File: src/design/gnms_pkg.sv
// Shared types and constants for the greedy box suppression block.
package gnms_pkg;

    localparam int MAX_BOXES_DEF  = 64;
    localparam int COORD_BITS_DEF = 16;
    localparam int IOU_LAT        = 4;
    localparam logic [15:0] THR_RESET = 16'd29491;

    typedef struct packed {
        logic        valid;
        logic        done;
        logic        supp;
        logic [15:0] x1;
        logic [15:0] y1;
        logic [15:0] x2;
        logic [15:0] y2;
        logic [15:0] score;
        logic [6:0]  cls;
    } entry_t;

endpackage

File: src/design/gnms_cell.sv
// One slot of the sorted box chain: sorted insert, ring rotation and clear.
module gnms_cell
(
    input  logic            clk,
    input  logic            rst_n,
    input  logic            ins_en,
    input  logic            rot_en,
    input  logic            clr_en,
    input  gnms_pkg::entry_t new_e,
    input  gnms_pkg::entry_t prev_e,
    input  logic            prev_cond,
    input  gnms_pkg::entry_t next_e,
    output gnms_pkg::entry_t cur_e,
    output logic            cond
);
    import gnms_pkg::*;

    logic   valid_reg;
    logic   valid_next;
    entry_t data_reg;
    entry_t data_next;

    assign cond = !valid_reg || (data_reg.score < new_e.score);

    always_comb
    begin
        valid_next = valid_reg;
        data_next  = data_reg;
        if (clr_en)
        begin
            valid_next = 1'b0;
        end
        else if (rot_en)
        begin
            valid_next = next_e.valid;
            data_next  = next_e;
        end
        else if (ins_en)
        begin
            if (cond && !prev_cond)
            begin
                valid_next = 1'b1;
                data_next  = new_e;
            end
            else if (prev_cond)
            begin
                valid_next = prev_e.valid;
                data_next  = prev_e;
            end
        end
    end

    always_ff @(posedge clk or negedge rst_n)
    begin
        if (!rst_n)
        begin
            valid_reg <= 1'b0;
        end
        else
        begin
            valid_reg <= valid_next;
        end
    end

    always_ff @(posedge clk)
    begin
        data_reg <= data_next;
    end

    always_comb
    begin
        cur_e       = data_reg;
        cur_e.valid = valid_reg;
    end

endmodule

File: config.mk
export PLATFORM = sky130hd
export DESIGN_NAME = gnms_cell
export DESIGN_NICKNAME = d
export VERILOG_FILES = /design/src/design/gnms_pkg.sv /design/src/design/gnms_cell.sv
export SDC_FILE = /design/constraint.sdc
export NUM_CORES = 1
export LEC_CHECK = 0
export BUFFER_PORTS_ARGS = -buffer_cell sky130_fd_sc_hd__buf_2
export CAP_MARGIN = 20
export CELL_PAD_IN_SITES_DETAIL_PLACEMENT = 1
export CELL_PAD_IN_SITES_GLOBAL_PLACEMENT = 1
export CORE_ASPECT_RATIO = 0.8
export CORE_UTILIZATION = 30
export DETAILED_ROUTE_END_ITERATION = 10
export PLACE_DENSITY = 0.83
export SETUP_SLACK_MARGIN = 0.4
export SLEW_MARGIN = 20
export SYNTH_ARGS = -nofsm -noshare
export SYNTH_HDL_FRONTEND = slang
export SYNTH_SLANG_ARGS = --single-unit
File: constraint.sdc
create_clock -name clk -period 5.6 [get_ports clk]
set_input_delay 1.68 -clock clk [delete_from_list [all_inputs] [get_ports clk]]
set_output_delay 1.68 -clock clk [all_outputs]
set_load 0.01 [all_outputs]
==> metrics.txt <==
# TYPE chip_impl_metric gauge
chip_impl_info{name="outcome",value="finished clean"} 1
chip_impl_metric{name="upper_clock_frequency_limit",unit="MHz"} 202
chip_impl_metric{name="cts.hold.buffers_added",unit=""} 0
chip_impl_metric{name="maxSlewHeadroom",unit=""} 0.266
chip_impl_metric{name="register_bit_count_reported_by_yosys",unit=""} 90
chip_impl_metric{name="synth_area",unit="um^2"} 5650
chip_impl_metric{name="critPathMaxFanout",unit=""} 2
chip_impl_metric{name="finalSetupViolCount",unit=""} 0
chip_impl_metric{name="yosysWarningCount",unit=""} 0
chip_impl_metric{name="wl_per_cell",unit="um"} 19.5
chip_impl_metric{name="worst-endpoint-required",unit="ns"} 3.92
chip_impl_metric{name="final_period_minus_worst_setup_slack",unit="ns"} 4.95
chip_impl_metric{name="drt_pass1_iterations",unit=""} 4
chip_impl_metric{name="timing.final.hold_violations",unit=""} 0
chip_impl_metric{name="wire_length_of_the_first_global_routing_pass",unit="um"} 34400
chip_impl_metric{name="timing.final.max_slew_violations",unit=""} 0
chip_impl_metric{name="cts.reportedPaths.clkPinSlew",unit="ns"} 0.07
chip_impl_metric{name="worst_hold_slack",unit="ns"} 0.781
chip_impl_metric{name="critical-path-max-stage-delay",unit="ns"} 0.48
chip_impl_metric{name="die_w",unit="um"} 155
chip_impl_metric{name="number_of_nets_in_the_layout",unit=""} 1189
chip_impl_metric{name="detailed_place_hpwl",unit="um"} 16000
chip_impl_metric{name="pleak",unit="nW"} 3.41
chip_impl_metric{name="detail-route-antenna-nets",unit=""} 0
chip_impl_info{name="r2r-start",value="cur_e[22]"} 1
chip_impl_metric{name="drive_gt1_frac",unit=""} 0.449
chip_impl_metric{name="numPlacedInstances",unit=""} 1140
chip_impl_metric{name="tightest_pin_transition",unit="ns"} 1.10
chip_impl_metric{name="vias",unit=""} 6178
chip_impl_info{name="timing.setup.critical_path_class",value="in2out"} 1
chip_impl_metric{name="asyncSetResetFlopFracSynth",unit=""} 0.0111
chip_impl_info{name="timing.hold.worst.class",value="reg2reg"} 1
chip_impl_metric{name="synth.distinct_cells",unit=""} 31
chip_impl_metric{name="drc_errors",unit=""} 0
chip_impl_metric{name="die_area",unit="um^2"} 19400
chip_impl_metric{name="first_iter_violations",unit=""} 272
chip_impl_metric{name="area_delta_synth_final",unit="%"} 40.1
chip_impl_metric{name="seqCellArea",unit="um^2"} 2700
chip_impl_metric{name="h-tree-depth",unit=""} 3
chip_impl_info{name="crit_path_start_kind",value="input pin"} 1
chip_impl_info{name="crit_path_cell_trace",value="buf_2 -> inv_1 -> ha_1 -> a21oi_1 -> o21ai_1 -> a2111o_2 -> o21ai_1 -> buf_2"} 1
chip_impl_metric{name="initial_antenna_violation_count",unit=""} 3
chip_impl_metric{name="hold-path-cell-count",unit=""} 2
chip_impl_info{name="critical_path_slowest_stage_cell",value="sky130_fd_sc_hd__a2111o_2"} 1
chip_impl_metric{name="clockBufferDepth",unit=""} 2
chip_impl_info{name="timing.hold.worst.start",value="valid_reg"} 1
chip_impl_info{name="critical-path-top-delay-family",value="compound AO/OA/AOI/OAI gates"} 1
chip_impl_metric{name="num_io_pins",unit=""} 367
chip_impl_metric{name="worst_r2r_path_depth",unit=""} 8
chip_impl_metric{name="wirelength",unit="um"} 22600
chip_impl_metric{name="start_util",unit=""} 0.309
chip_impl_metric{name="worst_path_arrival_time",unit="ns"} 3.27
chip_impl_metric{name="reg2reg_setup_slack",unit="ns"} 2.25
chip_impl_metric{name="number_of_resized_instances_in_the_post_cts_repair_step",unit=""} 0
chip_impl_metric{name="crit_buf_inv",unit=""} 3
chip_impl_metric{name="totalNegativeSetupSlack",unit="ns"} 0
chip_impl_metric{name="largest_register_ff_count",unit=""} 89
chip_impl_info{name="clockRootBuffer",value="sky130_fd_sc_hd__clkbuf_16"} 1
chip_impl_metric{name="post_drt_via_cell_ratio",unit=""} 5.33
chip_impl_metric{name="cts_post_setup_buffers_inserted",unit=""} 0
chip_impl_metric{name="worst_skew_pair.late_latency",unit="ns"} 0.35
chip_impl_metric{name="layout_worst_path_cycle_share",unit=""} 0.884
chip_impl_metric{name="multiInputGateArea",unit="um^2"} 2610
chip_impl_info{name="rsz_0062_raised_after_global_routing",value="false"} 1
chip_impl_metric{name="seq_area_frac_synth",unit=""} 0.478
chip_impl_info{name="clock_tree_from_tritoncts",value="done"} 1
chip_impl_metric{name="dieHeight",unit="um"} 125
chip_impl_metric{name="instances_no_fill",unit=""} 1159
chip_impl_metric{name="synth_enable_flop_cells",unit=""} 89
chip_impl_info{name="min_delay_worst_endpoint",value="valid_reg"} 1
chip_impl_metric{name="power-per-cell-area",unit="nW/um^2"} 241
chip_impl_metric{name="nFillCells",unit=""} 2249
chip_impl_metric{name="grt_max_degree",unit=""} 91
chip_impl_metric{name="number_of_global_route_vias_before_repair",unit=""} 6396
chip_impl_info{name="worst_r2r_endpoint",value="cur_e[31]"} 1
chip_impl_metric{name="netlist_instances",unit=""} 582
chip_impl_metric{name="globalRouteTotalUtil",unit=""} 0.228
chip_impl_metric{name="synth.avg_cell_area",unit="um^2"} 9.71
chip_impl_metric{name="cts_inserted_buffers",unit=""} 9
chip_impl_metric{name="routability_congestion_estimate_from_global_placement",unit=""} 0.783
chip_impl_metric{name="mappedNetlistNets",unit=""} 873
chip_impl_metric{name="cap_viol_max_count",unit=""} 0
chip_impl_info{name="worstSetupEndpointType",value="primary output"} 1
chip_impl_metric{name="irDropWorstVdd",unit="mV"} 0.137
chip_impl_metric{name="fin_worst_skew",unit="ns"} 0.00999
chip_impl_metric{name="core",unit="um^2"} 18300
chip_impl_metric{name="clkSinkCount",unit=""} 90
chip_impl_info{name="synth_top_flop_cell",value="sky130_fd_sc_hd__edfxtp_1"} 1
chip_impl_metric{name="count_of_input_and_output_buffers",unit=""} 365
chip_impl_metric{name="grt_remaining_overflow",unit=""} 0
chip_impl_metric{name="num_rows",unit=""} 44
-- per-stage QoR --
stage / setup slack (ns) / total power (W) / util / instance area (um^2)
after floorplan: 0.745 / 0.00111 / - / 5650
after global placement: 0.679 / 0.00133 / 0.418 / 7640
after detailed placement: 0.663 / 0.00134 / 0.418 / 7640
after CTS: 0.660 / 0.00193 / 0.433 / 7910
after global routing: 0.587 / 0.00200 / 0.433 / 7920
final: 0.647 / 0.00191 / 0.433 / 7920
-- synthesized netlist by cell type (2+ instances only) --
library cell                  n  area [um^2]
sky130_fd_sc_hd__buf_2        9         45.0
sky130_fd_sc_hd__o2111ai_1   89          780
sky130_fd_sc_hd__clkbuf_1    55          206
sky130_fd_sc_hd__o211ai_1    79          593
sky130_fd_sc_hd__edfxtp_1    89         2670
sky130_fd_sc_hd__nand4_1      2         12.5
sky130_fd_sc_hd__nor2_1       4         15.0
sky130_fd_sc_hd__inv_1       17         63.8
sky130_fd_sc_hd__a21oi_1      6         30.0
sky130_fd_sc_hd__buf_4        3         22.5
sky130_fd_sc_hd__buf_6        2         22.5
sky130_fd_sc_hd__nand2_1    184          691
sky130_fd_sc_hd__o21ai_1      2         10.0
sky130_fd_sc_hd__o211ai_2    10          125
sky130_fd_sc_hd__ha_1        15          188
-- layer usage --
| layer | up-vias | global-route usage | routed length [um] |
|---|---|---|---|
| li1 | 2895 | - | - |
| met1 | 2958 | 0.268 | 9000 |
| met2 | 284 | 0.387 | 11100 |
| met3 | 41 | 0.0699 | 1880 |
| met4 | 0 | 0.0882 | 609 |
| met5 | - | 0 | 0 |
-- area by class of cell --
cell class              instances  area share
flip-flops and latches         90       0.341
multi-input cells             405       0.329
repair buffers                374       0.246
well taps                     253      0.0400
clock buffers                  10      0.0289
inverters                      18     0.00885
clock inverters                 6     0.00522
diodes                          3    0.000948
-- where the power goes --
part	internal (W)	total, W	switching, W
combinational	0.000195	0.000488	0.000293
clock	0.000303	0.000589	0.000286
sequential	0.000816	0.000834	0.0000175
total	0.00131	0.00191	0.000597
-- kinds of logic (layout without fill, tap and decap cells) --
family,count (synthesis),after routing,synth area share
AOI/OAI and AO/OA,196,196,0.293
DFF,90,90,0.478
and+or+nand+nor,194,194,0.131
adders and majority gates,15,15,0.0332
buffers and inverters,87,408,0.0645
other,0,3,0
-- tightest hold or removal path, cell delays in order (launching register included) --
cell                       delay [ns]
sky130_fd_sc_hd__dfrtp_1         0.44
sky130_fd_sc_hd__o221ai_1        0.22
sky130_fd_sc_hd__a21oi_1         0.09
-- cell usage in the layout, fill, tap and decap left out, types with 6 or more instances in the layout --
master,count
sky130_fd_sc_hd__clkbuf_16,9
sky130_fd_sc_hd__ha_1,15
sky130_fd_sc_hd__buf_2,364
sky130_fd_sc_hd__nand2_1,184
sky130_fd_sc_hd__o211ai_2,10
sky130_fd_sc_hd__o2111ai_1,89
sky130_fd_sc_hd__edfxtp_1,89
sky130_fd_sc_hd__buf_4,6
sky130_fd_sc_hd__inv_1,17
sky130_fd_sc_hd__a21oi_1,6
sky130_fd_sc_hd__o211ai_1,79
-- worst max-delay path by stage --
stage | from | endpoint | slack (ns) | depth (start not counted)
floorplan | new_e[22] | cond | 0.75 | 8
global placement | new_e[22] | cond | 0.68 | 8
detailed placement | new_e[12] | cond | 0.66 | 8
CTS | new_e[22] | cond | 0.66 | 8
global route | new_e[12] | cond | 0.59 | 8
finish | new_e[12] | cond | 0.65 | 8
Note: power is estimated with default switching activity, not from simulation.
